## config.mk

```make
export PLATFORM = sky130hd
export DESIGN_NAME = interval_merge_gap_finder_unit
export DESIGN_NICKNAME = d
export VERILOG_FILES = /design/src/hdl/imgf_pkg.sv /design/src/hdl/imgf_front.sv /design/src/hdl/imgf_res_queue.sv /design/src/hdl/imgf_back.sv /design/src/hdl/interval_merge_gap_finder_unit.sv
export SDC_FILE = /design/constraint.sdc
export NUM_CORES = 2
export LEC_CHECK = 0
export ABC_AREA = 1
export BUFFER_PORTS_ARGS = -buffer_cell sky130_fd_sc_hd__buf_2
export CORE_MARGIN = 1.5
export CORE_UTILIZATION = 52
export DETAILED_ROUTE_END_ITERATION = 8
export HOLD_SLACK_MARGIN = 0.02
export PLACE_DENSITY = 0.77
export SETUP_SLACK_MARGIN = 0.15
export SLEW_MARGIN = 20
export SYNTH_ARGS = -nofsm -noshare
export SYNTH_HDL_FRONTEND = slang
export SYNTH_HIERARCHICAL = 1
export SYNTH_SLANG_ARGS = --single-unit
```

## constraint.sdc

```tcl
create_clock -name i_clk -period 5.65 [get_ports i_clk]
set_input_delay 0.2825 -clock i_clk [delete_from_list [all_inputs] [get_ports i_clk]]
set_output_delay 0.2825 -clock i_clk [all_outputs]
set_load 0.005 [all_outputs]
```

## src/hdl/imgf_pkg.sv

```systemverilog
package imgf_pkg;

    localparam int MAX_RANGES_DEF = 32;
    localparam int START_W        = 32;
    localparam int END_W          = 33;
    localparam int MC_W           = 6;
    localparam int PADDR_W        = 4;
    localparam int PDATA_W        = 64;

    // Register index taken from paddr[3]
    localparam logic REG_IMAGE_SIZE = 1'b0;

    typedef enum logic {
        ACT_LOAD   = 1'b0,
        ACT_FINISH = 1'b1
    } t_action;

    typedef struct packed {
        t_action              action;
        logic [START_W-1:0]   range_start;
        logic [END_W-1:0]     range_end;
    } t_cmd;

    typedef struct packed {
        logic [END_W-1:0] gap_start;
        logic [END_W-1:0] gap_end;
        logic             no_gap;
        logic [MC_W-1:0]  merged_count;
        logic             overflow;
        logic             last;
    } t_result;

    typedef enum logic [2:0] {
        S_IDLE,
        S_SCAN,
        S_DRAIN,
        S_PROC,
        S_TAIL,
        S_FLUSH
    } t_state;

endpackage

```

## src/hdl/imgf_front.sv

```systemverilog
module imgf_front
    import imgf_pkg::*;
(
    input  logic               i_clk,
    input  logic               i_rst_n,
    input  logic               i_push,
    output logic               o_full,
    input  logic               i_action,
    input  logic [START_W-1:0] i_range_start,
    input  logic [START_W-1:0] i_range_length,
    output t_cmd               o_cmd,
    output logic               o_cmd_v,
    input  logic               i_cmd_pop
);

    t_cmd       r_q [2];
    logic       r_wp, r_rp;
    logic [1:0] r_cnt;
    logic       wr, rd;
    t_cmd       cmd_in;

    // Classify the request and form the 33-bit end without wrap
    always_comb begin
        cmd_in.action      = t_action'(i_action);
        cmd_in.range_start = i_range_start;
        cmd_in.range_end   = {1'b0, i_range_start} + {1'b0, i_range_length};
    end

    assign o_full  = (r_cnt == 2'd2);
    assign o_cmd_v = (r_cnt != 2'd0);
    assign o_cmd   = r_q[r_rp];
    assign wr      = i_push && !o_full;
    assign rd      = i_cmd_pop && o_cmd_v;

    // Hold payload in the two-entry queue
    always_ff @(posedge i_clk) begin
        if (wr) begin
            r_q[r_wp] <= cmd_in;
        end
    end

    // Advance pointers and fill level
    always_ff @(posedge i_clk) begin
        if (!i_rst_n) begin
            r_wp  <= 1'b0;
            r_rp  <= 1'b0;
            r_cnt <= 2'd0;
        end else begin
            if (wr) r_wp <= !r_wp;
            if (rd) r_rp <= !r_rp;
            r_cnt <= r_cnt + {1'b0, wr} - {1'b0, rd};
        end
    end

endmodule

```

## src/hdl/imgf_res_queue.sv

```systemverilog
module imgf_res_queue
    import imgf_pkg::*;
(
    input  logic    i_clk,
    input  logic    i_rst_n,
    input  t_result i_res,
    input  logic    i_res_push,
    output logic    o_res_full,
    output t_result o_head,
    output logic    o_empty,
    input  logic    i_pop
);

    t_result    r_q [2];
    logic       r_wp, r_rp;
    logic [1:0] r_cnt;
    logic       wr, rd;

    assign o_res_full = (r_cnt == 2'd2);
    assign o_empty    = (r_cnt == 2'd0);
    assign o_head     = r_q[r_rp];
    assign wr         = i_res_push && !o_res_full;
    assign rd         = i_pop && !o_empty;

    // Hold finished results until taken
    always_ff @(posedge i_clk) begin
        if (wr) begin
            r_q[r_wp] <= i_res;
        end
    end

    always_ff @(posedge i_clk) begin
        if (!i_rst_n) begin
            r_wp  <= 1'b0;
            r_rp  <= 1'b0;
            r_cnt <= 2'd0;
        end else begin
            if (wr) r_wp <= !r_wp;
            if (rd) r_rp <= !r_rp;
            r_cnt <= r_cnt + {1'b0, wr} - {1'b0, rd};
        end
    end

endmodule

```

## src/hdl/imgf_back.sv

```systemverilog
module imgf_back
    import imgf_pkg::*;
#(
    parameter int MAX_RANGES = MAX_RANGES_DEF
) (
    input  logic             i_clk,
    input  logic             i_rst_n,
    input  t_cmd             i_cmd,
    input  logic             i_cmd_v,
    output logic             o_cmd_pop,
    input  logic [END_W-1:0] i_image_size,
    output t_result          o_res,
    output logic             o_res_push,
    input  logic             i_res_full
);

    localparam int AW = (MAX_RANGES > 1) ? $clog2(MAX_RANGES) : 1;
    localparam int CW = $clog2(MAX_RANGES + 1);
    localparam logic [CW-1:0] CAP = CW'(MAX_RANGES);

    logic [START_W-1:0] mem_s [MAX_RANGES];
    logic [END_W-1:0]   mem_e [MAX_RANGES];

    t_state             r_state, n_state;
    logic [CW-1:0]      r_count, n_count;
    logic               r_dropped, n_dropped;
    logic [AW-1:0]      r_idx, n_idx;
    logic               r_rd_v;
    logic [START_W-1:0] r_rd_s;
    logic [END_W-1:0]   r_rd_e;
    logic               r_best_v, n_best_v;
    logic [START_W-1:0] r_best_s, n_best_s;
    logic [END_W-1:0]   r_best_e, n_best_e;
    logic               r_lb_v, n_lb_v;
    logic [START_W-1:0] r_lb_s, n_lb_s;
    logic [END_W-1:0]   r_lb_e, n_lb_e;
    logic               r_pass, n_pass;
    logic               r_cur_v, n_cur_v;
    logic [END_W-1:0]   r_cur_e, n_cur_e;
    logic [MC_W-1:0]    r_m, n_m;
    logic [MC_W-1:0]    r_mc, n_mc;
    logic               r_pend_v, n_pend_v;
    logic [END_W-1:0]   r_pend_s, n_pend_s;
    logic [END_W-1:0]   r_pend_e, n_pend_e;

    logic               mem_we;
    logic               cand_ok;
    logic               gap_v;
    logic [END_W-1:0]   gap_s, gap_e, best_s33, pos;
    logic               stall;

    // Store loaded ranges
    always_ff @(posedge i_clk) begin
        if (mem_we) begin
            mem_s[r_count[AW-1:0]] <= i_cmd.range_start;
            mem_e[r_count[AW-1:0]] <= i_cmd.range_end;
        end
    end

    // Registered read of the scanned entry
    always_ff @(posedge i_clk) begin
        r_rd_s <= mem_s[r_idx];
        r_rd_e <= mem_e[r_idx];
    end

    always_ff @(posedge i_clk) begin
        if (!i_rst_n) begin
            r_state   <= S_IDLE;
            r_count   <= '0;
            r_dropped <= 1'b0;
            r_rd_v    <= 1'b0;
            r_best_v  <= 1'b0;
            r_lb_v    <= 1'b0;
            r_pass    <= 1'b0;
            r_cur_v   <= 1'b0;
            r_pend_v  <= 1'b0;
            r_m       <= '0;
            r_mc      <= '0;
            r_idx     <= '0;
        end else begin
            r_state   <= n_state;
            r_count   <= n_count;
            r_dropped <= n_dropped;
            r_rd_v    <= (r_state == S_SCAN);
            r_best_v  <= n_best_v;
            r_lb_v    <= n_lb_v;
            r_pass    <= n_pass;
            r_cur_v   <= n_cur_v;
            r_pend_v  <= n_pend_v;
            r_m       <= n_m;
            r_mc      <= n_mc;
            r_idx     <= n_idx;
        end
    end

    always_ff @(posedge i_clk) begin
        r_best_s <= n_best_s;
        r_best_e <= n_best_e;
        r_lb_s   <= n_lb_s;
        r_lb_e   <= n_lb_e;
        r_cur_e  <= n_cur_e;
        r_pend_s <= n_pend_s;
        r_pend_e <= n_pend_e;
    end

    // Sequence loads, the selection scans and the gap emission
    always_comb begin
        n_state   = r_state;
        n_count   = r_count;
        n_dropped = r_dropped;
        n_idx     = r_idx;
        n_best_v  = r_best_v;
        n_best_s  = r_best_s;
        n_best_e  = r_best_e;
        n_lb_v    = r_lb_v;
        n_lb_s    = r_lb_s;
        n_lb_e    = r_lb_e;
        n_pass    = r_pass;
        n_cur_v   = r_cur_v;
        n_cur_e   = r_cur_e;
        n_m       = r_m;
        n_mc      = r_mc;
        n_pend_v  = r_pend_v;
        n_pend_s  = r_pend_s;
        n_pend_e  = r_pend_e;
        mem_we    = 1'b0;
        o_cmd_pop = 1'b0;
        o_res_push = 1'b0;
        o_res     = '0;
        o_res.merged_count = r_mc;
        o_res.overflow     = r_dropped;
        gap_v     = 1'b0;
        gap_s     = '0;
        gap_e     = '0;
        best_s33  = {1'b0, r_best_s};
        pos       = r_cur_v ? r_cur_e : '0;
        stall     = 1'b0;

        // Keep the smallest key above the lower bound
        cand_ok = r_rd_v
            && (!r_lb_v || {r_rd_s, r_rd_e} > {r_lb_s, r_lb_e})
            && (!r_best_v || {r_rd_s, r_rd_e} < {r_best_s, r_best_e});
        if (cand_ok) begin
            n_best_v = 1'b1;
            n_best_s = r_rd_s;
            n_best_e = r_rd_e;
        end

        unique case (r_state)
            S_IDLE: begin
                if (i_cmd_v) begin
                    if (i_cmd.action == ACT_FINISH) begin
                        n_pass   = 1'b0;
                        n_cur_v  = 1'b0;
                        n_m      = '0;
                        n_lb_v   = 1'b0;
                        n_best_v = 1'b0;
                        n_pend_v = 1'b0;
                        n_idx    = '0;
                        if (r_count == '0) begin
                            n_pass  = 1'b1;
                            n_mc    = '0;
                            n_state = S_TAIL;
                        end else begin
                            n_state = S_SCAN;
                        end
                    end else begin
                        if (r_count < CAP) begin
                            mem_we  = 1'b1;
                            n_count = r_count + 1'b1;
                        end else begin
                            n_dropped = 1'b1;
                        end
                        o_cmd_pop = 1'b1;
                    end
                end
            end
            S_SCAN: begin
                if (CW'(r_idx) == r_count - 1'b1) begin
                    n_state = S_DRAIN;
                end else begin
                    n_idx = r_idx + 1'b1;
                end
            end
            S_DRAIN: begin
                n_state = S_PROC;
            end
            S_PROC: begin
                if (!r_best_v) begin
                    if (!r_pass) begin
                        // First sweep done: the merged count is now known
                        n_mc    = r_m;
                        n_pass  = 1'b1;
                        n_cur_v = 1'b0;
                        n_m     = '0;
                        n_lb_v  = 1'b0;
                        n_idx   = '0;
                        n_state = S_SCAN;
                    end else begin
                        n_state = S_TAIL;
                    end
                end else begin
                    if (!r_cur_v) begin
                        gap_v = (best_s33 != '0);
                        gap_e = best_s33;
                    end else if (r_cur_e < best_s33) begin
                        gap_v = 1'b1;
                        gap_s = r_cur_e;
                        gap_e = best_s33;
                    end
                    stall = r_pass && gap_v && r_pend_v && i_res_full;
                    if (!stall) begin
                        if (!r_cur_v || r_cur_e < best_s33) begin
                            n_cur_v = 1'b1;
                            n_cur_e = r_best_e;
                            n_m     = r_m + 1'b1;
                        end else if (r_best_e > r_cur_e) begin
                            n_cur_e = r_best_e;
                        end
                        if (r_pass && gap_v) begin
                            o_res_push      = r_pend_v;
                            o_res.gap_start = r_pend_s;
                            o_res.gap_end   = r_pend_e;
                            n_pend_v = 1'b1;
                            n_pend_s = gap_s;
                            n_pend_e = gap_e;
                        end
                        n_lb_v   = 1'b1;
                        n_lb_s   = r_best_s;
                        n_lb_e   = r_best_e;
                        n_best_v = 1'b0;
                        n_idx    = '0;
                        n_state  = S_SCAN;
                    end
                end
            end
            S_TAIL: begin
                // Trailing gap up to the image size
                gap_v = (pos < i_image_size);
                stall = gap_v && r_pend_v && i_res_full;
                if (!stall) begin
                    if (gap_v) begin
                        o_res_push      = r_pend_v;
                        o_res.gap_start = r_pend_s;
                        o_res.gap_end   = r_pend_e;
                        n_pend_v = 1'b1;
                        n_pend_s = pos;
                        n_pend_e = i_image_size;
                    end
                    n_state = S_FLUSH;
                end
            end
            S_FLUSH: begin
                if (!i_res_full) begin
                    o_res_push = 1'b1;
                    o_res.last = 1'b1;
                    if (r_pend_v) begin
                        o_res.gap_start = r_pend_s;
                        o_res.gap_end   = r_pend_e;
                    end else begin
                        o_res.no_gap = 1'b1;
                    end
                    n_pend_v  = 1'b0;
                    n_count   = '0;
                    n_dropped = 1'b0;
                    o_cmd_pop = 1'b1;
                    n_state   = S_IDLE;
                end
            end
            default: begin
                n_state = S_IDLE;
            end
        endcase
    end

endmodule

```

## src/hdl/interval_merge_gap_finder_unit.sv

```systemverilog
// Interval merge and gap finder. Each load request stores one range (start and
// start plus length, 33 bits); loads past MAX_RANGES are dropped and reported
// as overflow on the next finish. A finish request sorts and merges the stored
// ranges by repeated selection scans over the range memory (one read port, one
// entry per cycle), in two sweeps because every result carries the final
// merged count.
// It then returns each uncovered gap up to image_size, the final one marked
// last, or a single no_gap result. A two-entry request queue in front and a
// two-entry result queue behind let both sides stall on their own. image_size
// is written over the APB port at byte address 0 (64-bit data).
module interval_merge_gap_finder_unit
    import imgf_pkg::*;
#(
    parameter int MAX_RANGES = MAX_RANGES_DEF
) (
    input  logic               i_clk,
    input  logic               i_rst_n,
    input  logic               push,
    output logic               full,
    input  logic               i_action,
    input  logic [START_W-1:0] i_range_start,
    input  logic [START_W-1:0] i_range_length,
    output logic               empty,
    input  logic               pop,
    output logic [END_W-1:0]   o_gap_start,
    output logic [END_W-1:0]   o_gap_end,
    output logic               o_no_gap,
    output logic [MC_W-1:0]    o_merged_count,
    output logic               o_overflow,
    output logic               o_last,
    input  logic               psel,
    input  logic               penable,
    input  logic               pwrite,
    input  logic [PADDR_W-1:0] paddr,
    input  logic [PDATA_W-1:0] pwdata,
    output logic [PDATA_W-1:0] prdata,
    output logic               pready
);

    logic [END_W-1:0] r_image_size;
    t_cmd             cmd;
    logic             cmd_v, cmd_pop;
    t_result          res, head;
    logic             res_push, res_full;

    // Configuration register
    assign pready = 1'b1;
    always_ff @(posedge i_clk) begin
        if (!i_rst_n) begin
            r_image_size <= '0;
        end else if (psel && penable && pwrite && pready && paddr[3] == REG_IMAGE_SIZE) begin
            r_image_size <= pwdata[END_W-1:0];
        end
    end
    assign prdata = (paddr[3] == REG_IMAGE_SIZE) ? {{(PDATA_W-END_W){1'b0}}, r_image_size}
                                                 : '0;

    imgf_front u_front (
        .i_clk          (i_clk),
        .i_rst_n        (i_rst_n),
        .i_push         (push),
        .o_full         (full),
        .i_action       (i_action),
        .i_range_start  (i_range_start),
        .i_range_length (i_range_length),
        .o_cmd          (cmd),
        .o_cmd_v        (cmd_v),
        .i_cmd_pop      (cmd_pop)
    );

    imgf_back #(.MAX_RANGES(MAX_RANGES)) u_back (
        .i_clk        (i_clk),
        .i_rst_n      (i_rst_n),
        .i_cmd        (cmd),
        .i_cmd_v      (cmd_v),
        .o_cmd_pop    (cmd_pop),
        .i_image_size (r_image_size),
        .o_res        (res),
        .o_res_push   (res_push),
        .i_res_full   (res_full)
    );

    imgf_res_queue u_res_queue (
        .i_clk      (i_clk),
        .i_rst_n    (i_rst_n),
        .i_res      (res),
        .i_res_push (res_push),
        .o_res_full (res_full),
        .o_head     (head),
        .o_empty    (empty),
        .i_pop      (pop)
    );

    assign o_gap_start    = head.gap_start;
    assign o_gap_end      = head.gap_end;
    assign o_no_gap       = head.no_gap;
    assign o_merged_count = head.merged_count;
    assign o_overflow     = head.overflow;
    assign o_last         = head.last;

endmodule

```

==> impl_results.md <==
- Post-detailed-route wirelength per cell: approximately 25 um
- Seq/Total Area, Yosys: 0.710
- Full die area: ~220,000 um^2
- Highest fanout seen on the critical path: 20
- Final ANT Viol Nets: 0
- Gate Count Post-Synth: roughly 9,100
- Syn_area_per_cell: roughly 12 um^2
- Final Slew Violations: 0
- Count of pins on the block boundary: 282
- Fraction of the cycle the final worst path needs: 0.725
- Worst reg2reg path endpoint: u_back/mem_e[7][2]$_DFFE_PP_
- Filler cells: between 15,000 and 20,000
- Fraction of post-synthesis cell area in the top cell type by area: 0.685
- Root Buffer: clkbuf_16
- Async set-or-reset flop fraction in the synthesized netlist: 0
- Clock Skews: slightly above 60 ps
- Largest vdd supply drop: roughly 0.45 mV
- Highest-delay cell along the critical path: nor2_4
- Mapped Area: between 100,000 and 150,000 um^2
- Final Power: slightly below 60 mW
- Resized cells post-CTS: 0
- DR pass1 iterations: 7
- H-tree levels: 5
- CTS tree: yes
- Max-cap viol count: 0
- Clock buffer count from CTS: 283
- Detailed-placement wirelength estimate: between 150,000 and 200,000 um
- Initial core utilization: 0.523
- Pwr per Cell Area: around 460 nW/um^2
- Number of antenna violations at the first check in global routing: 23
- Leakage power of the design: 45.9 nW
- Final wirelength: roughly 300,000 um
- Crit path setup slack, layout: between 1500 and 2000 ps
- DP Worst Slack: approximately 1500 ps
- Main area contributors after synthesis: edfxtp_1 (69%), o21ai_0 (5.7%), nor2_1 (5.1%)
- Total area of multi-input combinational cells: about 29,000 um^2
- Final Setup Violations: 0
- Insertion delay of the later-clocked pin in the worst-skew pair: 940 ps
- Final setup TNS: 0 ps
- Slew of the pin with the lowest slew margin: between 1000 and 1500 ps
- Synthesized flop and latch total: approximately 2,700
- Via count of the first global-routing pass: between 70,000 and 80,000
- Shortest period the worst path allows: 4100 ps
- Path depth of the worst reg2reg path: 7
- Synth area leader: edfxtp_1
- Type of the worst min-delay path: in -> reg
- Cell Chain, Critical Path: mux2_2, nor2_1, nand2_1, nor2_1, nand2_1, nor2_4, buf_4
- Floorplan row count: between 150 and 200
- Combined flip-flop and latch cell area: slightly above 80,000 um^2
- Grt total ovfl: 0
- Number of setup buffers added after CTS: 0
- Maximum root-to-sink buffer count: 4
- Endpoints failing hold: 0
- Routability Congestion: roughly 0.87
- Status: complete, no violations
- Tot GR Track Use: 0.271
- Share of final-layout standard cells stronger than drive strength 1: 0.102
- Critical path class: reg -> reg
- Number of enable flip-flop cells after synthesis: about 2,600
- Growth of design area from synthesis to finish: 12.7%
- Crit end category: register
- First-pass GRT wire length: roughly 460,000 um
- RSZ-0062 raised after global routing: false
- Warning count from the yosys run: 6
- CP Launch Type: register
- Unique cell type count in the Yosys netlist: 58
- Count of hold buffers inserted by post-cts repair: 158
- Worst Path Required: between 6000 and 7000 ps
- Clock net sink count: 2,732
- Endpoint arrival time on the critical path: around 4700 ps
- Die extent in x: 470 um
- Worst-case headroom to the max-slew limit: 0.191
- FMAX: around 0.24 GHz
- Last element of the critical path: u_back/mem_e[7][2]$_DFFE_PP_
- Largest stage delay, worst path: 1080 ps
- 1st-iter DRT viols: between 10,000 and 15,000
- Vias per cell: between 6 and 7
- Nets@finish: just under 10,000
- Maximum number of pins on one net before global-route repair: between 200 and 250
- Total number of vias: ~77,000
- Clock slew seen by the registers of the worst setup and hold paths: about 60 ps
- Area of the core: 217,000 um^2
- Prevailing post-synth register cell: edfxtp_1
- Worst reg-to-reg setup slack: roughly 1600 ps
- DRC violation count after routing: 0
- Port-buffer cells: 215
- Height of the chip: around 470 um
[worst min path at each step]
stage	from	endpoint	depth (start not counted)
2_1_floorplan	i_rst_n	u_front/r_cnt[0]$_SDFF_PN0_	2
3_3_place_gp	u_front/r_rp$_SDFFE_PN0P_	u_front/r_rp$_SDFFE_PN0P_	1
3_5_place_dp	u_front/r_rp$_SDFFE_PN0P_	register	1
4_1_cts	i_range_length[13]	u_front/r_q[1][13]$_DFFE_PP_	3
5_1_grt	i_range_length[1]	u_front/r_q[0][2]$_DFFE_PP_	3
6_report	i_range_length[1]	u_front/r_q[1][2]$_DFFE_PP_	3
[critical path: cells and delay by family (launching register included)]
kind	cells	cell delay [ps]
simple gates	5	2170
mux	1	420
buf+inv	1	480
flops	1	650
[cells by family (layout without fill, tap and decap cells)]
group,Yosys count,count (layout),share of synthesized area
xor+xnor,29,29,0.00224
buf+inv,1143,1576,0.0418
simple gates,2651,2651,0.0940
compound gates,2183,2183,0.106
fa+ha+maj,268,268,0.0296
other cells,2,38,0.0000662
mux,141,141,0.0156
flops,2732,2732,0.710
[metrics by stage]
step / instances / hold WS (ps) / area, um^2 / utilization
2_1_floorplan: 9179 / 376 / 114000 / -
3_3_place_gp: 11800 / 438 / 118000 / 0.542
3_5_place_dp: 11800 / 454 / 118000 / 0.543
4_1_cts: 12500 / 21.0 / 128000 / 0.589
5_1_grt: 12500 / 55.7 / 128000 / 0.589
6_report: 12500 / 59.1 / 128000 / 0.589
[registers in the layout, indices dropped and copies added, names as in the netlist, 5 cells and up, named ones only]
signal,flops
u_back/r_lb_e,33
u_back/r_idx,5
u_back/r_best_s,32
u_res_queue/r_q,150
u_back/r_lb_s,32
u_back/r_m,6
u_back/r_pend_e,33
u_back/r_rd_e,33
u_back/r_mc,6
u_back/r_best_e,33
u_back/r_cur_e,33
r_image_size,33
u_back/r_rd_s,32
u_back/r_pend_s,33
u_front/r_q,132
u_back/mem_e,1056
u_back/r_count,6
u_back/mem_s,1024
[cell usage after synthesis, types with 44 or more instances]
library cell	count
o22ai_1	529
ha_1	267
nand3_1	215
buf_4	46
nand4_1	44
inv_1	581
a21oi_1	190
buf_2	98
nand2_1	747
o21ai_0	1304
nor2_1	1544
dfxtp_1	141
mux2_4	50
edfxtp_1	2591
o221ai_1	70
mux2_2	91
clkbuf_1	366
[layout make-up]
class | instances | area share
Clock buffer | 358 | 0.0594
Timing Repair Buffer | 507 | 0.0341
Tap cell | 2854 | 0.0279
Inverter | 592 | 0.0177
Multi-Input combinational cell | 5304 | 0.223
Clock inverter | 119 | 0.00692
Antenna cell | 6 | 0.000117
Sequential cell | 2732 | 0.631
[cells in the final DEF, fill, tap and decap left out, drive strengths merged, types with 7 or more instances in the layout]
| master | n |
|---|---|
| edfxtp | 2591 |
| nor2 | 1555 |
| o21ai | 1305 |
| nand2 | 768 |
| inv | 597 |
| o22ai | 529 |
| clkbuf | 358 |
| buf | 349 |
| ha | 267 |
| nand3 | 231 |
| a21oi | 191 |
| dlygate4sd3 | 158 |
| dfxtp | 141 |
| mux2 | 141 |
| clkinv | 97 |
| o221ai | 70 |
| nand4 | 45 |
| conb | 32 |
| a31oi | 25 |
| xor2 | 25 |
| nor3 | 23 |
| o211ai | 15 |
| bufinv | 11 |
| o31ai | 11 |
| or2 | 11 |
| a21o | 8 |
| o21a | 7 |
| nor4 | 7 |
[routing by layer]
metal | share of wire | GRT usage | vias up | wire, um
met5 | 0.00059 | 0 | - | 181
met4 | 0.042 | 0.112 | 28 | 12900
met3 | 0.13 | 0.0713 | 915 | 39700
met2 | 0.46 | 0.429 | 5111 | 143000
met1 | 0.37 | 0.357 | 37400 | 113000
li1 | - | - | 33500 | -
[power breakdown]
group	internal, mW	total [mW]	switching (mW)
registers	24.3	25.2	0.886
logic	4.50	16.0	11.5
clock network	9.98	17.4	7.43
Power figures use the tool's default switching activity.
